[config.mk]
export PLATFORM = sky130hd
export DESIGN_NAME = bmoc_front
export DESIGN_NICKNAME = d
export VERILOG_FILES = /design/src/rtl/core/bmoc_pkg.sv /design/src/rtl/core/bmoc_front.sv
export SDC_FILE = /design/constraint.sdc
export NUM_CORES = 1
export LEC_CHECK = 0
export ABC_AREA = 0
export BUFFER_PORTS_ARGS = -buffer_cell sky130_fd_sc_hd__buf_2
export CAP_MARGIN = 20
export CORE_UTILIZATION = 51
export DETAILED_ROUTE_END_ITERATION = 10
export PLACE_DENSITY = 0.88
export SYNTH_ARGS = -nofsm -noshare
export SYNTH_HDL_FRONTEND = slang
export SYNTH_SLANG_ARGS = --single-unit
[constraint.sdc]
create_clock -name clk_i -period 7.8 [get_ports clk_i]
set_input_delay 1.56 -clock clk_i [delete_from_list [all_inputs] [get_ports clk_i]]
set_output_delay 1.56 -clock clk_i [all_outputs]
set_load 0.02 [all_outputs]
[src/rtl/core/bmoc_pkg.sv]
package bmoc_pkg;

  // Item kinds as they arrive on the input channel
  typedef enum logic {
    OpWrite = 1'b0,
    OpQuery = 1'b1
  } op_e;

  // Configuration register indexes
  typedef enum logic [1:0] {
    CfgWidthA  = 2'd0,
    CfgHeightA = 2'd1,
    CfgWidthB  = 2'd2,
    CfgHeightB = 2'd3
  } cfg_reg_e;

  localparam int unsigned SizeW    = 7;   // size registers
  localparam int unsigned PosW     = 12;  // screen coordinates
  localparam int unsigned CoordW   = 13;  // coordinate plus size
  localparam int unsigned RowW     = 6;   // row field of a write item
  localparam int unsigned MaskW    = 64;  // row word
  localparam int unsigned ShiftW   = 6;   // column alignment
  localparam int unsigned CountW   = 7;   // overlapping rows of a query
  localparam int unsigned MaxAddrW = 10;  // row address at the deepest mask

  // Command passed from the front end to the scan engine
  typedef struct packed {
    op_e                 op;
    logic                which_b;
    logic [MaxAddrW-1:0] addr_a;   // write row, or first row of A
    logic [MaxAddrW-1:0] addr_b;   // first row of B
    logic [ShiftW-1:0]   shift_a;
    logic [ShiftW-1:0]   shift_b;
    logic [CountW-1:0]   rows;     // overlapping rows, zero when apart
    logic [MaskW-1:0]    data;     // row word, or overlap column mask
  } cmd_t;

endpackage

[src/rtl/core/bmoc_front.sv]
module bmoc_front #(
  parameter int unsigned MAX_WIDTH  = 64,
  parameter int unsigned MAX_HEIGHT = 64
) (
  input  logic                                 clk_i,
  input  logic                                 rst_ni,
  input  logic                                 cfg_we_i,
  input  logic [1:0]                           cfg_idx_i,
  input  logic [bmoc_pkg::SizeW-1:0]           cfg_data_i,
  input  logic                                 in_valid_i,
  output logic                                 in_stall_o,
  input  logic                                 kind_i,
  input  logic                                 which_mask_i,
  input  logic [bmoc_pkg::RowW-1:0]            row_i,
  input  logic [bmoc_pkg::MaskW-1:0]           row_bits_i,
  input  logic signed [bmoc_pkg::PosW-1:0]     pos_ax_i,
  input  logic signed [bmoc_pkg::PosW-1:0]     pos_ay_i,
  input  logic signed [bmoc_pkg::PosW-1:0]     pos_bx_i,
  input  logic signed [bmoc_pkg::PosW-1:0]     pos_by_i,
  input  logic                                 q_full_i,
  output logic                                 q_push_o,
  output bmoc_pkg::cmd_t                       q_cmd_o
);

  localparam int unsigned CW = bmoc_pkg::CoordW;

  logic [bmoc_pkg::SizeW-1:0] width_a_q, height_a_q, width_b_q, height_b_q;
  logic [bmoc_pkg::SizeW-1:0] wa, ha, wb, hb;
  logic signed [CW-1:0] ax, ay, bx, by, ea, eb, fa, fb;
  logic signed [CW-1:0] x_d, y_d, tx_d, ty_d;

  logic                           s1_valid_q;
  bmoc_pkg::op_e                  s1_op_q;
  logic                           s1_which_q;
  logic [bmoc_pkg::RowW-1:0]      s1_row_q;
  logic [bmoc_pkg::MaskW-1:0]     s1_bits_q;
  logic signed [CW-1:0]           s1_ax_q, s1_ay_q, s1_bx_q, s1_by_q;
  logic signed [CW-1:0]           s1_x_q, s1_y_q, s1_tx_q, s1_ty_q;

  logic signed [CW:0] dx, dy;
  logic [CW-1:0]      sa, sb, ra0, rb0;
  logic               overlap, keep, advance;

  // Hold the size registers
  always_ff @(posedge clk_i or negedge rst_ni) begin
    if (!rst_ni) begin
      width_a_q  <= 7'd64;
      height_a_q <= 7'd64;
      width_b_q  <= 7'd64;
      height_b_q <= 7'd64;
    end else if (cfg_we_i) begin
      unique case (bmoc_pkg::cfg_reg_e'(cfg_idx_i))
        bmoc_pkg::CfgWidthA:  width_a_q  <= cfg_data_i;
        bmoc_pkg::CfgHeightA: height_a_q <= cfg_data_i;
        bmoc_pkg::CfgWidthB:  width_b_q  <= cfg_data_i;
        bmoc_pkg::CfgHeightB: height_b_q <= cfg_data_i;
      endcase
    end
  end

  // Clamp sizes to the mask store
  always_comb begin
    wa = (width_a_q > 7'(MAX_WIDTH)) ? 7'(MAX_WIDTH) : width_a_q;
    wb = (width_b_q > 7'(MAX_WIDTH)) ? 7'(MAX_WIDTH) : width_b_q;
    ha = (int'(height_a_q) > MAX_HEIGHT) ? 7'(MAX_HEIGHT) : height_a_q;
    hb = (int'(height_b_q) > MAX_HEIGHT) ? 7'(MAX_HEIGHT) : height_b_q;
  end

  // Intersect the two rectangles: near edges and far edges
  always_comb begin
    ax   = $signed({pos_ax_i[bmoc_pkg::PosW-1], pos_ax_i});
    ay   = $signed({pos_ay_i[bmoc_pkg::PosW-1], pos_ay_i});
    bx   = $signed({pos_bx_i[bmoc_pkg::PosW-1], pos_bx_i});
    by   = $signed({pos_by_i[bmoc_pkg::PosW-1], pos_by_i});
    ea   = ax + $signed({6'b0, wa});
    eb   = bx + $signed({6'b0, wb});
    fa   = ay + $signed({6'b0, ha});
    fb   = by + $signed({6'b0, hb});
    x_d  = (ax > bx) ? ax : bx;
    y_d  = (ay > by) ? ay : by;
    tx_d = (ea < eb) ? ea : eb;
    ty_d = (fa < fb) ? fa : fb;
  end

  // Advance the front stage whenever it is empty or the queue has room
  assign advance    = !s1_valid_q || !q_full_i;
  assign in_stall_o = !advance;

  always_ff @(posedge clk_i or negedge rst_ni) begin
    if (!rst_ni) begin
      s1_valid_q <= 1'b0;
    end else if (advance) begin
      s1_valid_q <= in_valid_i;
    end
  end

  always_ff @(posedge clk_i) begin
    if (advance && in_valid_i) begin
      s1_op_q    <= bmoc_pkg::op_e'(kind_i);
      s1_which_q <= which_mask_i;
      s1_row_q   <= row_i;
      s1_bits_q  <= row_bits_i;
      s1_ax_q    <= ax;
      s1_ay_q    <= ay;
      s1_bx_q    <= bx;
      s1_by_q    <= by;
      s1_x_q     <= x_d;
      s1_y_q     <= y_d;
      s1_tx_q    <= tx_d;
      s1_ty_q    <= ty_d;
    end
  end

  // Classify: overlap extent, alignment shifts and first rows
  always_comb begin
    dx      = $signed({s1_tx_q[CW-1], s1_tx_q}) - $signed({s1_x_q[CW-1], s1_x_q});
    dy      = $signed({s1_ty_q[CW-1], s1_ty_q}) - $signed({s1_y_q[CW-1], s1_y_q});
    overlap = (dx > 0) && (dy > 0);
    sa      = s1_x_q - s1_ax_q;
    sb      = s1_x_q - s1_bx_q;
    ra0     = s1_y_q - s1_ay_q;
    rb0     = s1_y_q - s1_by_q;
  end

  // Build the command; drop writes beyond the mask depth
  always_comb begin
    q_cmd_o         = '0;
    q_cmd_o.op      = s1_op_q;
    q_cmd_o.which_b = s1_which_q;
    if (s1_op_q == bmoc_pkg::OpWrite) begin
      keep           = int'(s1_row_q) < MAX_HEIGHT;
      q_cmd_o.addr_a = bmoc_pkg::MaxAddrW'(s1_row_q);
      q_cmd_o.data   = s1_bits_q;
    end else begin
      keep            = 1'b1;
      q_cmd_o.addr_a  = ra0[bmoc_pkg::MaxAddrW-1:0];
      q_cmd_o.addr_b  = rb0[bmoc_pkg::MaxAddrW-1:0];
      q_cmd_o.shift_a = sa[bmoc_pkg::ShiftW-1:0];
      q_cmd_o.shift_b = sb[bmoc_pkg::ShiftW-1:0];
      q_cmd_o.rows    = overlap ? dy[bmoc_pkg::CountW-1:0] : '0;
      q_cmd_o.data    = ~({bmoc_pkg::MaskW{1'b1}} << dx[bmoc_pkg::CountW-1:0]);
    end
  end

  assign q_push_o = s1_valid_q && keep && !q_full_i;

endmodule

==> metrics.csv, run 1 <==
stage;metric;value;unit
setup_path;FF-to-FF setup slack;2.37;ns
synthesis;area share of fa/ha/maj cells after synthesis;14.47;%
clock_network;CTS H-Tree Depth;4;
status;status;completed;
synthesis;Post-synth EDFFs;154;
detailed_routing;routed vias/inst;5.670;
global_routing;global route overflow;0;
die;die area;0.02539;sq mm
synthesis;Gate Count Post-Synth;1236;
clock_network;CTS Root Cell;clkbuf_16;
die;core area;0.02432;sq mm
timing;Pins Over Slew Limit;0;
layout;Layout fillers;1977;
clock_network;CTS Buf Count;17;
synthesis;fraction of the mapped netlist area in simple logic gates;12.97;%
timing;RSZ-0062 raised after global routing;no;
pwr;sw power;1.568;mW
layout;Final #Nets;1746;
global_routing;initial antenna violation count;3;
detailed_routing;DRT Wirelength;33.88;mm
setup_path;Worst Setup EP;s1_ty_q[3];
setup_path;CP Max Fanout;10;
timing;Final Worst Setup Slack;1.835;ns
detailed_routing;Post-DRT Antenna Nets;0;
clock_network;CTS resizes;0;
detailed_routing;routed wl met3;2.243;mm
clock_network;Clock transition at path regs;0.07;ns
die;FP Rows;57;
pwr;leak pwr;6.615;nW
detailed_routing;First-pass DRT Iterations;6;
timing;Setup TNS Final;0;ns
synthesis;xor and xnor fraction of the mapped netlist area;5.064;%
setup_path;R2R cell count;21;
detailed_routing;Top Metal Used;met5;
die;Top Ports;241;
clock_network;cts hold-fix bufs;0;
timing;Tmin final;5.965;ns
timing;Min Hold Slack;0.4981;ns
timing;max_slew headroom;29.77;%
pwr;Clk pwr share;21.6;%
global_routing;vias in the first global route;9981;
detailed_routing;initial DRC count;1113;
clock_network;CTS tree;built;
synthesis;combinational family with the most area after synthesis;adder cells;
detailed_routing;met2 routed WL;15.96;mm
clock_network;Clock Latency Late Sink;0.44;ns
detailed_routing;wire per inst;18.71;um
synthesis;register area share after synthesis;42.42;%
setup_path;R2R Path End;s1_ty_q[3];
flow_run;max-cap violation count;0;
global_routing;first-pass GRT wire length;52.16;mm
pwr;Pint;2.263;mW
timing;Final Hold Fails;0;
synthesis;post-synth cell types;65;
pwr;VDD IR-drop max;0.0001317;V
die;Die H;159.3;um
detailed_routing;detailed-route DRC error count;0;
synthesis;FFs w/ async S/R, synth;15.85;%
detailed_routing;WL met1;14.28;mm
worst_hold_path;min-delay worst type;register to register;
layout;layout cells sized above 1;23.64;%
pwr;Seq pwr share;32.5;%
clock_network;Clock Path Buffers;2;
die;Die X;159.3;um
setup_path;worst setup path startpoint;pos_ay_i[0];
setup_path;Crit Reg-Reg Startpoint;height_a_q[6];
synthesis;Mapped Area;0.01262;sq mm
layout;non-filler instance count after layout;1811;
placed_design;Placed Cells;1777;
pwr;switching share of power;40.93;%
placed_design;dpl hpwl;26.92;mm
synthesis;Warnings, synthesis;0;
setup_path;crit end category;register;
setup_path;CP Launch Type;input pin;
synthesis;Syn Nets;1510;
layout;area growth from synthesis to layout;16.60;%
timing;Max Clock Freq;167.6;MHz
pwr;pwr dens;260.3;mW/mm^2
setup_path;WP data required;7.96;ns
die;Starting Density;51.91;%
setup_path;CP Class;input pin to register;
clock_network;post-CTS setup buffers;0;
global_routing;Total GRT Usage;26.38;%
timing;worst slew pin tran;1.051;ns
placed_design;Port-buffer cells;240;
detailed_routing;via count;10268;
pwr;combinational fraction of design power;46.0;%
synthesis;Syn Area/Cell;10.21;sq um
clock_network;Clock Sinks;183;
placed_design;worst slack, placed;1.543;ns
synthesis;area fraction in compound gates after synthesis;14.11;%
global_routing;largest net degree at the start of global routing;85;
synthesis;top_reg_cell synth;edfxtp_1;
timing;clk_skew;0.01401;ns
placed_design;gpl congestion;0.9618;
synthesis;mux contribution to synthesized area;6.204;%
synthesis;Synth Register Bits;183;
timing;final setup violation count;0;
setup_path;Worst Path Arrival;6.13;ns
timing;Final Cycle Share;76.48;%
==> layer usage <==
| metal | global-route usage [%] | vias to the layer above |
|---|---|---|
| met5 | 0 | - |
| met4 | 11.45 | 2 |
| met3 | 4.923 | 97 |
| met2 | 43.76 | 419 |
| met1 | 33.74 | 4848 |
| li1 | - | 4902 |
==> synthesized netlist by cell type, types with 5 or more instances <==
cell type	n	share of area [%]
nand2b_1	13	0.64
fa_1	10	1.6
mux2i_1	13	1.0
o21ai_0	69	2.7
and2_1	8	0.40
nand3_1	15	0.59
nor2b_1	47	2.3
inv_1	124	3.7
o22ai_1	5	0.25
nor2_1	115	3.4
nor3_1	22	0.87
clkbuf_1	25	0.74
a21o_1	36	2.1
xor2_1	20	1.4
o211ai_1	6	0.36
nor3b_1	6	0.36
o21a_1	11	0.65
o21bai_1	7	0.42
nand4_1	13	0.64
dfrtp_1	25	5.0
nor4b_1	8	0.56
mux2_2	58	5.2
or3_1	10	0.50
a211oi_1	8	0.48
edfxtp_1	154	37
a21oi_1	91	3.6
ha_1	130	13
xnor2_1	53	3.7
nand2_1	52	1.5
a31oi_1	5	0.25
a21boi_0	18	1.1
==> cell type report <==
| type | count | area, sq um | area share (%) |
|---|---|---|---|
| repair buffers | 249 | 1269 | 8.619 |
| clock inverters | 13 | 107.6 | 0.7310 |
| flip-flops and latches | 183 | 5355 | 36.38 |
| multi-input cells | 896 | 6676 | 45.35 |
| well taps | 324 | 405.4 | 2.754 |
| diodes | 2 | 5.005 | 0.03400 |
| inverters | 125 | 469.2 | 3.187 |
| clock buffers | 19 | 432.9 | 2.941 |
==> state kept, by name, summed over array words and instances, names as in the netlist <==
signal      cells
s1_tx_q        13
s1_bx_q         6
s1_bits_q      64
s1_x_q         12
s1_row_q        6
s1_ty_q        13
height_b_q      7
s1_ay_q        10
s1_ax_q         6
s1_which_q      1
s1_by_q        10
width_a_q       7
s1_valid_q      1
s1_op_q         1
height_a_q      7
s1_y_q         12
width_b_q       7
==> cells in the final DEF (no fill, tap or decap), types with 17 or more instances in the layout <==
cell,instances
nor3_1,22
a21boi_0,18
mux2_2,58
inv_1,124
ha_1,130
o21ai_0,69
nor2b_1,46
nor2_1,115
xnor2_1,53
a21oi_1,91
nand2_1,52
buf_2,240
a21o_1,36
xor2_1,20
clkbuf_16,17
dfrtp_1,25
edfxtp_1,154
==> through the flow <==
stage / util, % / total power [mW] / cell area, sq um
floorplan: - / 2.469 / 12630
global placement: 58.29 / 2.945 / 14170
detailed placement: 58.29 / 3.003 / 14170
CTS: 60.51 / 3.830 / 14720
global route: 60.52 / 4.040 / 14720
finish: 60.53 / 3.831 / 14720
==> worst min path at each step <==
stage,startpoint,end,slack (ns),cells after the start
2_1_floorplan,height_a_q[0],height_a_q[0],0.47,1
3_3_place_gp,width_b_q[1],width_b_q[1],0.48,1
3_5_place_dp,height_b_q[5],height_b_q[5],0.49,1
4_1_cts,height_b_q[5],height_b_q[5],0.50,1
5_1_grt,width_b_q[3],width_b_q[3],0.52,1
6_report,height_b_q[5],height_b_q[5],0.50,1
==> cells by family (layout without fill, tap and decap cells) <==
family / after synthesis / in the layout
buffers and inverters: 157 / 406
multiplexers: 71 / 71
flip-flops: 183 / 183
XOR/XNOR: 73 / 73
AND/OR/NAND/NOR: 326 / 326
adder cells (fa/ha/maj): 140 / 140
other: 0 / 2
AO/OA/AOI/OAI: 286 / 286
==> power groups by stage <==
stage	clock network, mW	logic (mW)	registers, mW
CTS	0.839	1.75	1.24
floorplan	0	1.22	1.25
global placement	0	1.68	1.26
detailed placement	0	1.74	1.27
global route	0.873	1.91	1.25
finish	0.827	1.76	1.24
==> worst max-delay path: stages <==
cell	delay [ns]
buf_2	0.12
ha_1	0.21
inv_1	0.07
fa_1	0.21
nor2b_1	0.06
o21ai_0	0.22
a21boi_0	0.16
o21ai_0	0.24
nor3b_1	0.40
nor2_1	0.10
xnor2_1	0.20
inv_1	0.07
ha_1	0.31
a21o_1	0.17
a21oi_1	0.18
nand2_1	0.07
mux2_2	0.27
or3_1	0.35
o21bai_1	0.77
buf_4	0.30
o21ai_0	0.11
(Power assumes the default switching activity.)
==> run 2: changes to the inputs <==
==> constraint.sdc (replaced) <==
create_clock -name clk_i -period 5.3 [get_ports clk_i]
set_input_delay 1.06 -clock clk_i [delete_from_list [all_inputs] [get_ports clk_i]]
set_output_delay 1.06 -clock clk_i [all_outputs]
set_load 0.02 [all_outputs]
==> run 2 against run 1 <==
First-iteration DRC count decreased by 19%; critical endpoint is now q_cmd_o[64]; cell count increased by 0.39%; combinational power increased by 49%; highest routed layer is now met4; sequential share of layout area decreased by 0.36 points.
==> metrics.csv, run 2 (same netlist as run 1, synthesis figures left out) <==
stage;metric;value;unit;change
status;status;completed;;
pwr;combinational fraction of design power;45.4;%;-0.6 points
timing;Final Cycle Share;97.30;%;
placed_design;Placement Cell Area;0.01425;sq mm;+0.50%
layout;register name with the most flops;s1_bits_q;;
placed_design;gpl congestion;0.9473;;-1.5%
setup_path;Crit path largest cell delay;0.47;ns;-0.30 ns
clock_network;CTS H-Tree Depth;4;;unchanged
layout;most frequent cells in the layout;240 x buf_2, 154 x edfxtp_1, 130 x ha_1;;
detailed_routing;met2 routed WL;16.78;mm;+5.2%
clock_network;Clock Path Buffers;2;;unchanged
placed_design;worst slack, placed;-0.04775;ns;-1.591 ns
global_routing;first-pass GRT wire length;52.81;mm;+1.2%
die;Top Ports;241;;unchanged
setup_path;R2R cell count;21;;unchanged
pwr;Power Total;5.773;mW;+51%
detailed_routing;WL met1;14.08;mm;-1.4%
placed_design;Placed Cells;1786;;+0.51%
pwr;sw power;2.277;mW;+45%
detailed_routing;routed wl met3;2.288;mm;+2.0%
detailed_routing;Top Metal Used;met4;;
timing;Setup TNS Final;0;ns;unchanged
placed_design;dpl hpwl;26.84;mm;-0.28%
layout;antenna diode count;0;;-2
setup_path;CP Launch Type;register;;
setup_path;Worst Path Arrival;4.10;ns;-2.03 ns
setup_path;Crit Reg-Reg Startpoint;width_a_q[6];;
detailed_routing;First-pass DRT Iterations;6;;unchanged
detailed_routing;wire per inst;18.76;um;+0.28%
pwr;VDD IR-drop max;0.0002495;V;+89%
setup_path;WP data required;4.24;ns;-3.72 ns
timing;worst slew pin tran;1.024;ns;-0.02728 ns
clock_network;cts hold-fix bufs;0;;unchanged
timing;Tmin final;5.157;ns;
setup_path;R2R Path End;s1_tx_q[7];;
die;Die H;159.3;um;unchanged
pwr;leak pwr;6.668;nW;+0.80%
worst_hold_path;min-delay worst type;register to register;;
pwr;pwr dens;388.2;mW/mm^2;+49%
clock_network;Clock transition at path regs;0.07;ns;about the same
timing;RSZ-0062 raised after global routing;yes;;
timing;max_slew headroom;31.74;%;+2.0 points
pwr;Clk pwr share;22.8;%;+1.2 points
die;core area;0.02432;sq mm;unchanged
timing;Min Hold Slack;0.5006;ns;+0.002536 ns
detailed_routing;DRT Wirelength;34.10;mm;+0.66%
pwr;Pint;3.495;mW;+54%
layout;final core utilization;61.14;%;+0.61 points
setup_path;CP Buf/Inv Count;3;;-1
detailed_routing;Post-DRT Antenna Nets;0;;unchanged
setup_path;delay-heaviest family, CP;compound AO/OA/AOI/OAI gates;;
layout;biggest regs;s1_bits_q: 64 flops, s1_tx_q: 13 flops, s1_ty_q: 13 flops;;
die;FP Rows;57;;unchanged
layout;non-filler instance count after layout;1818;;+0.39%
global_routing;Total GRT Usage;26.76;%;+0.38 points
clock_network;post-CTS setup buffers;0;;unchanged
die;Die X;159.3;um;unchanged
layout;Final #Nets;1755;;+0.52%
worst_hold_path;hold worst-path end;height_b_q[3];;
setup_path;Crit path top cell by count;inv_1;;
worst_hold_path;Hold Startpoint;height_b_q[3];;
global_routing;initial antenna violation count;1;;-2
timing;clk_skew;0.008487;ns;-0.005528 ns
detailed_routing;detailed-route DRC error count;0;;unchanged
layout;cell area after layout;0.01487;sq mm;+1.0%
pwr;switching share of power;39.45;%;-1.5 points
detailed_routing;initial DRC count;899;;-19%
clock_network;CTS Root Cell;clkbuf_16;;
setup_path;CP Class;register to output pin;;
timing;final setup violation count;0;;unchanged
die;die area;0.02539;sq mm;unchanged
global_routing;global route overflow;0;;unchanged
worst_hold_path;hold path depth;1;;unchanged
placed_design;Port-buffer cells;240;;unchanged
layout;commonest non-fill, non-tap cell in the layout;buf_2;;
setup_path;crit end category;output pin;;
clock_network;CTS Buf Count;17;;unchanged
clock_network;Clock Latency Late Sink;0.43;ns;about the same
clock_network;Clock Sinks;183;;unchanged
detailed_routing;via count;10402;;+1.3%
layout;layout cells sized above 1;24.23;%;+0.59 points
setup_path;CP Max Fanout;7;;-3
clock_network;CTS tree;built;;
layout;area growth from synthesis to layout;17.78;%;
timing;Final Worst Setup Slack;0.1430;ns;-1.692 ns
setup_path;critical-path cell list;inv_1 > ha_1 > inv_1 > fa_1 > a21oi_2 > o211ai_1 > a21boi_1 > mux2_2 > a311oi_2 > nor4_4 > a21o_2 > nor4b_1 > buf_2;;
die;Starting Density;51.91;%;unchanged
timing;Final Hold Fails;0;;unchanged
flow_run;max-cap violation count;0;;unchanged
layout;max FFs per register;64;;unchanged
detailed_routing;routed vias/inst;5.722;;+0.91%
global_routing;vias in the first global route;10103;;+1.2%
timing;Pins Over Slew Limit;0;;unchanged
timing;Max Clock Freq;193.9;MHz;
pwr;Seq pwr share;31.8;%;-0.7 points
setup_path;FF-to-FF setup slack;0.38;ns;-1.99 ns
setup_path;critical path's slowest cell;nor4b_1;;
global_routing;largest net degree at the start of global routing;81;;-4.7%
-- run 2: power by group through the flow --
| stage | clock network, mW | registers, mW | logic, mW |
|---|---|---|---|
| 6_report | 1.32 | 1.83 | 2.62 |
| 5_1_grt | 1.38 | 1.85 | 2.87 |
| 4_1_cts | 1.34 | 1.83 | 2.59 |
| 3_5_place_dp | 0 | 1.86 | 2.57 |
| 3_3_place_gp | 0 | 1.86 | 2.49 |
| 2_1_floorplan | 0 | 1.83 | 1.80 |
-- run 2: metal layers --
layer	vias to the layer above	track usage (%)
met3	74	4.845
met5	-	0
li1	4920	-
met1	4937	33.06
met4	0	9.528
met2	471	46.83
-- run 2: worst max-delay path by stage --
stage,endpoint,depth (start not counted),slack [ns],from
2_1_floorplan,s1_tx_q[1],20,0.17,pos_ax_i[0]
3_3_place_gp,s1_tx_q[7],21,0.06,pos_ax_i[0]
3_5_place_dp,s1_tx_q[7],21,-0.05,pos_ax_i[0]
4_1_cts,q_cmd_o[66],11,0.02,s1_x_q[1]
5_1_grt,q_cmd_o[64],13,-0.04,s1_tx_q[0]
6_report,q_cmd_o[64],13,0.14,s1_tx_q[0]
-- run 2: final cells by class --
cell class | count | area (sq um)
Fill cell | 1976 | 9450
Multi-Input combinational cell | 896 | 6696
Sequential cell | 183 | 5355
Timing Repair Buffer | 258 | 1340
Inverter | 125 | 469.2
Clock buffer | 20 | 436.7
Tap cell | 324 | 405.4
Clock inverter | 12 | 166.4
-- run 2: what timing repair did --
action                                 CTS  global route
endpoints found under the hold margin    0             0
setup endpoints to repair                0             7
resized for setup                        0             4
