==> src/rtl/core/bmoc_pkg.sv <==
package bmoc_pkg;

  // Item kinds as they arrive on the input channel
  typedef enum logic {
    OpWrite = 1'b0,
    OpQuery = 1'b1
  } op_e;

  // Configuration register indexes
  typedef enum logic [1:0] {
    CfgWidthA  = 2'd0,
    CfgHeightA = 2'd1,
    CfgWidthB  = 2'd2,
    CfgHeightB = 2'd3
  } cfg_reg_e;

  localparam int unsigned SizeW    = 7;   // size registers
  localparam int unsigned PosW     = 12;  // screen coordinates
  localparam int unsigned CoordW   = 13;  // coordinate plus size
  localparam int unsigned RowW     = 6;   // row field of a write item
  localparam int unsigned MaskW    = 64;  // row word
  localparam int unsigned ShiftW   = 6;   // column alignment
  localparam int unsigned CountW   = 7;   // overlapping rows of a query
  localparam int unsigned MaxAddrW = 10;  // row address at the deepest mask

  // Command passed from the front end to the scan engine
  typedef struct packed {
    op_e                 op;
    logic                which_b;
    logic [MaxAddrW-1:0] addr_a;   // write row, or first row of A
    logic [MaxAddrW-1:0] addr_b;   // first row of B
    logic [ShiftW-1:0]   shift_a;
    logic [ShiftW-1:0]   shift_b;
    logic [CountW-1:0]   rows;     // overlapping rows, zero when apart
    logic [MaskW-1:0]    data;     // row word, or overlap column mask
  } cmd_t;

endpackage

==> src/rtl/core/bmoc_queue.sv <==
module bmoc_queue #(
  parameter int unsigned DEPTH = 2
) (
  input  logic           clk_i,
  input  logic           rst_ni,
  input  logic           push_i,
  input  bmoc_pkg::cmd_t push_cmd_i,
  output logic           full_o,
  output logic           valid_o,
  output bmoc_pkg::cmd_t head_o,
  input  logic           pop_i
);

  localparam int unsigned PW = (DEPTH > 1) ? $clog2(DEPTH) : 1;

  bmoc_pkg::cmd_t  entry_q [DEPTH];
  logic [PW-1:0]   wr_ptr_q, rd_ptr_q;
  logic [PW:0]     count_q;

  assign full_o  = (count_q == (PW+1)'(DEPTH));
  assign valid_o = (count_q != '0);
  assign head_o  = entry_q[rd_ptr_q];

  // Store pushed commands
  always_ff @(posedge clk_i) begin
    if (push_i) begin
      entry_q[wr_ptr_q] <= push_cmd_i;
    end
  end

  // Advance pointers and fill count
  always_ff @(posedge clk_i or negedge rst_ni) begin
    if (!rst_ni) begin
      wr_ptr_q <= '0;
      rd_ptr_q <= '0;
      count_q  <= '0;
    end else begin
      if (push_i) begin
        wr_ptr_q <= (wr_ptr_q == PW'(DEPTH - 1)) ? '0 : wr_ptr_q + 1'b1;
      end
      if (pop_i) begin
        rd_ptr_q <= (rd_ptr_q == PW'(DEPTH - 1)) ? '0 : rd_ptr_q + 1'b1;
      end
      if (push_i && !pop_i) begin
        count_q <= count_q + 1'b1;
      end else if (pop_i && !push_i) begin
        count_q <= count_q - 1'b1;
      end
    end
  end

  a_no_push_full: assert property (@(posedge clk_i) disable iff (!rst_ni)
    full_o |-> !push_i || pop_i)
    else $error("queue pushed while full");

  a_no_pop_empty: assert property (@(posedge clk_i) disable iff (!rst_ni)
    pop_i |-> valid_o)
    else $error("queue popped while empty");

endmodule

==> config.mk <==
export PLATFORM = sky130hd
export DESIGN_NAME = bmoc_queue
export DESIGN_NICKNAME = d
export VERILOG_FILES = /design/src/rtl/core/bmoc_pkg.sv /design/src/rtl/core/bmoc_queue.sv
export SDC_FILE = /design/constraint.sdc
export NUM_CORES = 1
export LEC_CHECK = 0
export ABC_AREA = 1
export CORE_UTILIZATION = 65
export CTS_BUF_LIST = sky130_fd_sc_hd__clkbuf_8
export DETAILED_ROUTE_END_ITERATION = 10
export DONT_BUFFER_PORTS = 1
export PLACE_DENSITY = 0.9
export SYNTH_ARGS = -nofsm -noshare
export SYNTH_HDL_FRONTEND = slang
export SYNTH_SLANG_ARGS = --single-unit
==> constraint.sdc <==
create_clock -name clk_i -period 7.75 [get_ports clk_i]
set_input_delay 0.3875 -clock clk_i [delete_from_list [all_inputs] [get_ports clk_i]]
set_output_delay 0.3875 -clock clk_i [all_outputs]
set_load 0.05 [all_outputs]
==> impl_metrics.env, run 1 <==
export IMPL_overflow=0
export IMPL_fin_tns_setup_ns=0
export IMPL_firstDrtPassIters=4
export IMPL_num_vias=3922
export IMPL_slew_headroom_pct=31.8
export IMPL_crit_chain="buf_4 > mux2_2"
export IMPL_root_buffer="clkbuf_8"
export IMPL_antenna_found_initial=0
export IMPL_drtIter0Drc=412
export IMPL_clock_skew_ns=0.0264
export IMPL_crit_path_max_fanout=66
export IMPL_grt_pass1_wl_um=25000
export IMPL_slowest_stage="dfrtp_4"
export IMPL_fmax_mhz=306
export IMPL_clk_latency_ns=0.49
export IMPL_grt_use_total_pct=27.4
export IMPL_row_count=40
export IMPL_leakage_uw=0.00350
export IMPL_fin_cells=657
export IMPL_place_congestion=0.691
export IMPL_synth_area_leaders="edfxtp_1, mux2_2, mux2_4, dfrtp_1, buf_6"
export IMPL_postCtsSetupBuffers=0
export IMPL_powerDensity_mw_per_mm2=422
export IMPL_synth_ff_type="edfxtp_1"
export IMPL_start_util_pct=66.4
export IMPL_die_x_um=113
export IMPL_synth_cells=352
export IMPL_area_delta_synth_final_pct=22.9
export IMPL_worstPathRequired_ns=7.36
export IMPL_synth_most_common_cell="edfxtp_1"
export IMPL_cts_sinks=214
export IMPL_drc_errors=0
export IMPL_die_area_mm2=0.0127
export IMPL_ys_seq_area_share_pct=80.7
export IMPL_drv_cap=0
export IMPL_min_path_type="in2async"
export IMPL_crit_family="flip-flops"
export IMPL_arrival_ns=2.88
export IMPL_cts_max_level=2
export IMPL_fillCellCount=530
export IMPL_finalCritPeriodShare_pct=42.2
export IMPL_rsz0062_at_grt="false"
export IMPL_setup_ws_ns=4.48
export IMPL_synth_area_leader_cell="edfxtp_1"
export IMPL_synthDistinctLibCells=14
export IMPL_synth_avg_cell_area_um2=22.6
export IMPL_maxSlewViolCount=0
export IMPL_hpwlAfterDp_um=8580
export IMPL_cp_buffers_inverters=1
export IMPL_vdd_drop_max_mv=0.304
export IMPL_slowest_delay_ns=0.87
export IMPL_syn_cell_area_mm2=0.00794
export IMPL_ys_ff_latch=214
export IMPL_hold_viol=0
export IMPL_cts_clk_slew_worst_paths_ns=0.07
export IMPL_num_nets_final=599
export IMPL_core_area_mm2=0.0120
export IMPL_worstMarginPinSlew_ns=1.02
export IMPL_worstSetupPathType="reg2out"
export IMPL_fin_crit_ns=3.27
export IMPL_dp_slack_ns=5.02
export IMPL_reg2reg_to="entry_q[1][5]"
export IMPL_ios=216
export IMPL_portBuffers=0
export IMPL_r2r_start="wr_ptr_q"
export IMPL_grt_pass1_vias=4252
export IMPL_cts_repair_resized=0
export IMPL_yosysTopAreaCellShare_pct=79.4
export IMPL_cp_end_kind="output port"
export IMPL_routed_wl_um=17100
export IMPL_synth_edff_count=210
export IMPL_drive_gt1_share_pct=29.8
export IMPL_yosys_top_cells_count="edfxtp_1, mux2_2, mux2_4, inv_1"
export IMPL_drt_vias_per_instance=5.97
export IMPL_n_antenna_cell=0
export IMPL_die_h_um=113
export IMPL_syn_nets=462
export IMPL_cts_buffer_depth=3
export IMPL_drtAntennaViolNets=0
export IMPL_wire_per_inst_um=26.1
export IMPL_status="completed"
export IMPL_reg2reg_depth=3
export IMPL_synthArstFlopShare_pct=1.87
export IMPL_r2r_slack_ns=5.46
export IMPL_dp_cells=490
export IMPL_grt_start_max_net_pins=67
export IMPL_hold_buffers=108
export IMPL_cts_made_buffers=35
export IMPL_yosysWarnings=0
export IMPL_setup_viol=0
export IMPL_tritoncts="done"
export IMPL_critPathLaunchType="flip-flop"
[area by class of cell]
cell class,instances,area [um^2],share of cell area (%)
clock buffer,37,509,5.22
clock inverter,21,82.6,0.846
inverter,7,28.8,0.295
multi-input combinational,119,1420,14.6
sequential,214,6410,65.7
tap,147,184,1.88
timing repair buffer,112,1120,11.5
[registers in the layout, indices dropped and copies added (netlist names)]
name / flops
rd_ptr_q: 1
entry_q: 210
wr_ptr_q: 1
count_q: 2
[placed cells by master (no fill, tap or decap)]
| cell | count |
|---|---|
| buf_12 | 1 |
| buf_4 | 3 |
| clkbuf_8 | 37 |
| clkinv_1 | 6 |
| clkinv_2 | 3 |
| dfrtp_1 | 3 |
| dfrtp_4 | 1 |
| dlygate4sd3_1 | 108 |
| edfxtp_1 | 210 |
| ha_1 | 1 |
| inv_1 | 18 |
| inv_4 | 1 |
| mux2_2 | 65 |
| mux2_4 | 40 |
| nand2_1 | 6 |
| nand3_1 | 1 |
| nand4_1 | 1 |
| nor2_1 | 1 |
| nor2_4 | 1 |
| xnor2_1 | 1 |
| xor2_1 | 2 |
[power by group]
| part | switching (uW) | internal (uW) | leakage (uW) |
|---|---|---|---|
| combinational | 1200 | 394 | 0.00114 |
| clock | 420 | 437 | 0.000351 |
| sequential | 123 | 1540 | 0.00202 |
| total | 1740 | 2370 | 0.00350 |
[worst max path at each step]
stage	from	cells past startpoint	endpoint	slack (ns)
2_1_floorplan	push_i	2	entry_q[0][0]	2.36
3_3_place_gp	rd_ptr_q	2	head_o[97]	5.06
5_1_grt	rd_ptr_q	2	head_o[76]	4.36
4_1_cts	rd_ptr_q	2	head_o[20]	4.49
6_report	rd_ptr_q	2	head_o[99]	4.48
3_5_place_dp	rd_ptr_q	2	head_o[96]	5.02
[routing by layer]
layer	GRT usage, %	vias up	part of all wire, %	wire length, um
met1	32.7	1970	36	6100
met2	46.7	260	53	9000
met3	9.45	31	9.9	1690
met4	9.87	0	1.9	331
li1	-	1661	-	-
met5	0	-	0	0
[cells by family (layout without fill, tap and decap cells)]
logic type	after synthesis	in the layout	synth area share, %
adders and majority gates	1	1	0.158
DFF	214	214	80.7
xor gates and xnor gates	3	3	0.331
muxes	105	105	16.8
buffers and inverters	19	177	1.56
and+or+nand+nor	10	10	0.520
[through the flow]
| stage | total power [uW] | utilization, % | cell area (um^2) | hold WS [ns] |
|---|---|---|---|---|
| 6_report | 4120 | 81.6 | 9760 | 0.176 |
| 5_1_grt | 4240 | 81.6 | 9760 | 0.176 |
| 4_1_cts | 4080 | 81.4 | 9740 | 0.125 |
| 3_5_place_dp | 3190 | 67.4 | 8070 | 0.0922 |
| 3_3_place_gp | 3150 | 67.4 | 8070 | 0.0922 |
| 2_1_floorplan | 3090 | - | 7940 | 0.0919 |
(Power assumes the default switching activity.)
==> run 2, diff against run 1 <==
--- a/config.mk
+++ b/config.mk
@@ -5,7 +5,7 @@
 export SDC_FILE = /design/constraint.sdc
 export NUM_CORES = 1
 export LEC_CHECK = 0
-export ABC_AREA = 1
+export ABC_AREA = 0
 export CORE_UTILIZATION = 65
 export CTS_BUF_LIST = sky130_fd_sc_hd__clkbuf_8
 export DETAILED_ROUTE_END_ITERATION = 10
==> constraint.sdc (replaced) <==
create_clock -name clk_i -period 3.3 [get_ports clk_i]
set_input_delay 0.165 -clock clk_i [delete_from_list [all_inputs] [get_ports clk_i]]
set_output_delay 0.165 -clock clk_i [all_outputs]
set_load 0.05 [all_outputs]
==> run 2 against run 1 <==
Synthesized cell count fell by 2.6%; synthesized area fell by 0.22%; the flow now stops in clock tree synthesis.
==> impl_metrics.env, run 2 <==
export IMPL_status="aborted with a tool error"
export IMPL_haltStage="clock tree synthesis"
export IMPL_error_line="[ERROR RSZ-0060] Max buffer count reached."
export IMPL_cts_sinks=214
export IMPL_syn_cell_area_mm2=0.00793
export IMPL_portBuffers=0
export IMPL_hpwlAfterDp_um=8560
export IMPL_synthArstFlopShare_pct=1.87
export IMPL_ys_ff_latch=214
export IMPL_die_h_um=112
export IMPL_ys_seq_area_share_pct=80.8
export IMPL_synthDistinctLibCells=14
export IMPL_yosys_top_cells_count="edfxtp_1, mux2_2, mux2_4, buf_2, buf_6"
export IMPL_synth_cells=343
export IMPL_hold_buffers=107
export IMPL_place_congestion=0.757
export IMPL_postCtsSetupBuffers=0
export IMPL_syn_nets=453
export IMPL_synth_area_leaders="edfxtp_1, mux2_2, mux2_4, dfrtp_1, buf_6"
export IMPL_cts_repair_resized=0
export IMPL_cts_buffer_depth=3
export IMPL_yosysTopAreaCellShare_pct=79.6
export IMPL_synth_ff_type="edfxtp_1"
export IMPL_ios=216
export IMPL_cts_max_level=1
export IMPL_start_util_pct=68.0
export IMPL_synth_edff_count=210
export IMPL_die_x_um=112
export IMPL_root_buffer="clkbuf_8"
export IMPL_cts_made_buffers=30
export IMPL_yosysWarnings=0
export IMPL_synth_avg_cell_area_um2=23.1
export IMPL_synth_most_common_cell="edfxtp_1"
export IMPL_synth_area_leader_cell="edfxtp_1"
export IMPL_row_count=39
export IMPL_place_area_mm2=0.00809
## run 2: cell families after synthesis
| logic type | share of synthesized area (%) |
|---|---|
| flip-flops | 80.8 |
| multiplexers | 16.8 |
| buffers and inverters | 1.28 |
| XOR/XNOR | 0.553 |
| AND/OR/NAND/NOR | 0.363 |
| adder cells (fa/ha/maj) | 0.158 |
## run 2: metrics by stage
stage / instances / utilization, % / setup slack (ns)
after global placement: 480 / 69.4 / 1.39
after detailed placement: 480 / 69.4 / 1.37
after floorplan: 343 / - / -0.0199
==> run 3, diff against run 2 <==
--- a/config.mk
+++ b/config.mk
@@ -6,11 +6,10 @@
 export NUM_CORES = 1
 export LEC_CHECK = 0
 export ABC_AREA = 0
-export CORE_UTILIZATION = 65
-export CTS_BUF_LIST = sky130_fd_sc_hd__clkbuf_8
+export CORE_UTILIZATION = 40
 export DETAILED_ROUTE_END_ITERATION = 10
 export DONT_BUFFER_PORTS = 1
-export PLACE_DENSITY = 0.9
+export PLACE_DENSITY_LB_ADDON = 0.15
 export SYNTH_ARGS = -nofsm -noshare
 export SYNTH_HDL_FRONTEND = slang
 export SYNTH_SLANG_ARGS = --single-unit
==> run 3 against run 2 <==
The run now ends clean; synthesized cell count is the same; synthesized area is the same.
==> impl_metrics.env, run 3 <==
export IMPL_reg2reg_to="entry_q[1][67]"
export IMPL_yosysWarnings=0
export IMPL_leakage_uw=0.00351
export IMPL_design_area_mm2=0.0101
export IMPL_reg2reg_depth=2
export IMPL_reg_largest_list="entry_q x210, count_q x2"
export IMPL_synth_top_family_by_area="multiplexers"
export IMPL_firstDrtPassIters=4
export IMPL_die_area_mm2=0.0204
export IMPL_root_buffer="clkbuf_16"
export IMPL_synth_edff_count=210
export IMPL_maxSlewViolCount=0
export IMPL_row_count=51
export IMPL_synthAdderAreaFrac_pct=0.158
export IMPL_utilization_pct=51.8
export IMPL_drt_vias_per_instance=4.71
export IMPL_die_x_um=143
export IMPL_syn_cell_area_mm2=0.00793
export IMPL_critPathLaunchType="flip-flop"
export IMPL_rsz0062_at_grt="false"
export IMPL_largest_register_ffs=210
export IMPL_synth_area_leaders="edfxtp_1, mux2_2, mux2_4, dfrtp_1, buf_6"
export IMPL_n_antenna_cell=0
export IMPL_antenna_found_initial=0
export IMPL_routed_wl_um=13500
export IMPL_synth_ff_type="edfxtp_1"
export IMPL_min_path_cells=1
export IMPL_cts_made_buffers=23
export IMPL_core_area_mm2=0.0195
export IMPL_drive_gt1_share_pct=30.1
export IMPL_largest_register="entry_q"
export IMPL_synth_avg_cell_area_um2=23.1
export IMPL_wire_per_inst_um=17.9
export IMPL_cts_max_level=1
export IMPL_grt_start_max_net_pins=68
export IMPL_crit_path_max_fanout=48
export IMPL_slew_headroom_pct=35.5
export IMPL_setup_viol=0
export IMPL_hold_viol=0
export IMPL_fin_crit_ns=2.19
export IMPL_r2r_start="wr_ptr_q"
export IMPL_worstMarginPinSlew_ns=0.965
export IMPL_grt_pass1_wl_um=20100
export IMPL_grt_use_total_pct=13.0
export IMPL_ys_seq_area_share_pct=80.8
export IMPL_synthMuxAreaShare_pct=16.8
export IMPL_cts_sinks=214
export IMPL_cts_clk_slew_worst_paths_ns=0.06
export IMPL_synth_compound_area_share_pct=0
export IMPL_status="completed"
export IMPL_drtAntennaViolNets=0
export IMPL_hpwlAfterDp_um=8300
export IMPL_drv_cap=0
export IMPL_num_nets_final=582
export IMPL_fmax_mhz=456
export IMPL_postCtsSetupBuffers=0
export IMPL_worstHoldStart="push_i"
export IMPL_ys_ff_latch=214
export IMPL_worstPathRequired_ns=3.13
export IMPL_worstSetupPathType="reg2out"
export IMPL_synth_area_leader_cell="edfxtp_1"
export IMPL_vdd_drop_max_mv=0.548
export IMPL_yosysTopAreaCellShare_pct=79.6
export IMPL_min_path_type="in2reg"
export IMPL_clk_latency_ns=0.49
export IMPL_grt_pass1_vias=3757
export IMPL_place_congestion=0.641
export IMPL_clock_skew_ns=0.0220
export IMPL_syn_nets=453
export IMPL_area_delta_synth_final_pct=27.2
export IMPL_tritoncts="done"
export IMPL_num_vias=3547
export IMPL_synth_cells=343
export IMPL_synth_xor_area_share_pct=0.553
export IMPL_cp_end_kind="output port"
export IMPL_drc_errors=0
export IMPL_start_util_pct=40.7
export IMPL_ios=216
export IMPL_p_total_uw=10100
export IMPL_synthSimpleGateAreaFrac_pct=0.363
export IMPL_finalCritPeriodShare_pct=66.4
export IMPL_r2r_slack_ns=1.44
export IMPL_mostFrequentLayoutCell="edfxtp_1"
export IMPL_die_h_um=143
export IMPL_arrival_ns=2.03
export IMPL_yosys_top_cells_count="edfxtp_1, mux2_2, mux2_4, buf_2, buf_6"
export IMPL_powerDensity_mw_per_mm2=998
export IMPL_final_cell_mix="edfxtp_1, dlygate4sd3_1, mux2_2"
export IMPL_overflow=0
export IMPL_synth_most_common_cell="edfxtp_1"
export IMPL_place_area_mm2=0.00824
export IMPL_cts_buffer_depth=3
export IMPL_portBuffers=0
export IMPL_whs_endpoint="entry_q[1][7]"
export IMPL_drtIter0Drc=91
export IMPL_synthDistinctLibCells=14
export IMPL_synthArstFlopShare_pct=1.87
==> run 3: cell counts after synthesis <==
No cell type changed its count.
==> run 3: cells by family after synthesis <==
group,Yosys count
flops,214
mux,105
fa+ha+maj,1
simple gates,5
buf+inv,13
xor+xnor,5
==> run 3: critical path, stage by stage, from the launching register on <==
cell and delay (ns):
dfrtp_4 0.42, buf_4 0.57, mux2_2 0.55
==> run 3: worst max-delay path by stage <==
stage	end	slack (ns)	from	depth (start not counted)
2_1_floorplan	entry_q[1][0]	-0.02	wr_ptr_q	1
3_3_place_gp	entry_q[1][68]	1.43	wr_ptr_q	2
3_5_place_dp	entry_q[1][68]	1.40	wr_ptr_q	2
4_1_cts	head_o[20]	1.05	rd_ptr_q	2
5_1_grt	head_o[20]	1.01	rd_ptr_q	2
6_report	head_o[20]	1.11	rd_ptr_q	2
==> run 3: cell type report <==
class	count	area, um^2
multi-input cells	116	1430
flip-flops and latches	214	6410
clock inverters	9	119
fillers	1545	9390
repair buffers	116	1160
inverters	1	3.75
well taps	265	332
clock buffers	32	629
==> run 3: routing by layer <==
metal	vias to the layer above	wire length, um	track usage [%]
met1	1739	5420	15.1
met2	170	6450	21.6
met3	15	1420	5.97
met5	-	0	0
met4	0	192	3.40
li1	1623	-	-
==> run 3: power breakdown <==
part / switching (uW) / internal [uW]
clock network: 934 / 1560
logic: 2880 / 948
registers: 119 / 3610
total: 3940 / 6120
==> run 3: metrics by stage <==
stage,hold slack (ns),setup slack [ns],TNS [ns],instances
detailed placement,-0.130,1.40,0,603
global placement,-0.130,1.43,0,603
global route,0.263,1.01,0,753
CTS,0.252,1.05,0,753
floorplan,-0.131,-0.0199,-2.09,343
finish,0.231,1.11,0,753
==> run 3: repair_timing <==
item | 4_1_cts | 5_1_grt
gates resized for setup | 0 | 0
hold buffers | 109 | 0
endpoints found under the hold margin | 217 | 0
==> run 4, diff against run 3 <==
==> constraint.sdc (replaced) <==
create_clock -name clk_i -period 1.9 [get_ports clk_i]
set_input_delay 0.095 -clock clk_i [delete_from_list [all_inputs] [get_ports clk_i]]
set_output_delay 0.095 -clock clk_i [all_outputs]
set_load 0.05 [all_outputs]
==> run 4 against run 3 <==
First-iteration DRC count up 32%; cell count up 0.80%; global-route usage up 0.67 points; via count up 1.4%; highest routed layer is now met5.
==> impl_metrics.env, run 4 (synthesis gave the netlist of run 3 again) <==
export IMPL_combPwrFrac_pct=39.1
export IMPL_hold_viol=0
export IMPL_drtIter0Drc=120
export IMPL_die_x_um=143
export IMPL_die_h_um=143
export IMPL_final_cell_mix="edfxtp_1, dlygate4sd3_1, mux2_2"
export IMPL_drc_errors=0
export IMPL_portBuffers=0
export IMPL_drv_cap=0
export IMPL_routed_wl_um=14200
export IMPL_start_util_pct=40.7
export IMPL_fmax_mhz=545
export IMPL_fin_tns_setup_ns=0
export IMPL_met2_usage_pct=22.7
export IMPL_critPathLaunchType="flip-flop"
export IMPL_grt_start_max_net_pins=61
export IMPL_drtAntennaViolNets=0
export IMPL_reg_largest_list="entry_q x210, count_q x2"
export IMPL_finalCritPeriodShare_pct=96.5
export IMPL_use_met1_pct=16.2
export IMPL_grt_pass1_vias=3824
export IMPL_drt_vias_per_instance=4.74
export IMPL_design_area_mm2=0.0102
export IMPL_cts_sinks=214
export IMPL_worstPathRequired_ns=1.80
export IMPL_slew_headroom_pct=76.2
export IMPL_leakage_uw=0.00354
export IMPL_root_buffer="clkbuf_16"
export IMPL_p_seq_share_pct=37.2
export IMPL_rsz0062_at_grt="false"
export IMPL_ios=216
export IMPL_cts_max_level=1
export IMPL_cp_end_kind="output port"
export IMPL_cts_repair_resized=0
export IMPL_powerDensity_mw_per_mm2=1720
export IMPL_p_switching_uw=6930
export IMPL_clk_latency_ns=0.49
export IMPL_row_count=51
export IMPL_grt_pass1_wl_um=21100
export IMPL_grt_use_total_pct=13.6
export IMPL_num_nets_final=586
export IMPL_wire_per_inst_um=18.8
export IMPL_grt_use_met3_pct=5.47
export IMPL_fillCellCount=1580
export IMPL_cts_clk_slew_worst_paths_ns=0.06
export IMPL_setup_viol=0
export IMPL_cts_made_buffers=23
export IMPL_maxSlewViolCount=0
export IMPL_largest_register_ffs=210
export IMPL_mostFrequentLayoutCell="edfxtp_1"
export IMPL_p_total_uw=17500
export IMPL_utilization_pct=52.2
export IMPL_status="completed"
export IMPL_place_congestion=0.632
export IMPL_vdd_drop_max_mv=1.12
export IMPL_place_area_mm2=0.00834
export IMPL_crit_path_max_fanout=24
export IMPL_largest_register="entry_q"
export IMPL_fin_crit_ns=1.83
export IMPL_worstMarginPinSlew_ns=0.357
export IMPL_drive_gt1_share_pct=30.7
export IMPL_clock_skew_ns=0.0142
export IMPL_cts_buffer_depth=3
export IMPL_firstDrtPassIters=4
export IMPL_p_clk_share_pct=23.6
export IMPL_worstSetupPathType="reg2out"
export IMPL_arrival_ns=1.74
export IMPL_fin_cells=759
export IMPL_intPower_uw=10600
export IMPL_hpwlAfterDp_um=8910
export IMPL_tritoncts="done"
export IMPL_die_area_mm2=0.0204
export IMPL_grt_busiest_layer="met2"
export IMPL_num_vias=3598
export IMPL_swShare_pct=39.6
export IMPL_core_area_mm2=0.0195
export IMPL_overflow=0
export IMPL_area_delta_synth_final_pct=28.2
export IMPL_antenna_found_initial=3
export IMPL_min_path_type="in2reg"
export IMPL_dp_cells=605
[run 4: power groups by stage]
stage               clock network (uW)  logic (uW)  registers [uW]
CTS                               4290        6970            6540
finish                            4140        6850            6520
floorplan                            0        5980            6550
detailed placement                   0        6660            6680
global placement                     0        6640            6640
global route                      4440        7110            6610
[run 4: path summary, 6_finish.rpt]
path	from	end	slack (ns)	depth (start not counted)
setup reg to reg	wr_ptr_q	entry_q[0][52]	0.58	2
hold reg to reg	count_q[1]	count_q[1]	0.47	1
setup / recovery	rd_ptr_q	head_o[104]	0.07	2
hold / removal	push_i	entry_q[0][83]	0.11	2
max in group asynchronous	rst_ni	rd_ptr_q	1.19	2
min in group asynchronous	rst_ni	wr_ptr_q	0.46	2
[run 4: area by class of cell]
| class | instances | area [um^2] | area share, % |
|---|---|---|---|
| Antenna cell | 2 | 5.00 | 0.0493 |
| Clock buffer | 25 | 583 | 5.74 |
| Sequential cell | 214 | 6410 | 63.1 |
| Multi-Input combinational cell | 116 | 1430 | 14.1 |
| Inverter | 1 | 3.75 | 0.0370 |
| Timing Repair Buffer | 120 | 1270 | 12.5 |
| Clock inverter | 16 | 123 | 1.21 |
| Tap cell | 265 | 332 | 3.26 |
[run 4: repair_timing]
action	4_1_cts	5_1_grt
hold endpoints to repair	218	0
hold buffers	109	0
endpoints found under the setup margin	94	0
buffers inserted	2	0
[run 4: per-stage QoR]
step                hold slack (ns)  setup WS, ns
finish                        0.110        0.0668
global route                  0.112        0.0137
CTS                           0.115        0.0187
detailed placement           -0.200         0.434
global placement             -0.200         0.453
floorplan                    -0.201        -0.505
[run 4: per-layer routing]
| metal | vias up | wire, um | part of all wire [%] |
|---|---|---|---|
| li1 | 1635 | - | - |
| met1 | 1780 | 5600 | 39 |
| met2 | 152 | 6920 | 49 |
| met3 | 29 | 1380 | 9.7 |
| met4 | 2 | 318 | 2.2 |
| met5 | - | 10 | 0.070 |
[run 4: worst max-delay path: stages, from the launching register on]
cell and delay [ns]:
dfrtp_4 0.52, buf_12 0.23, mux2_2 0.49
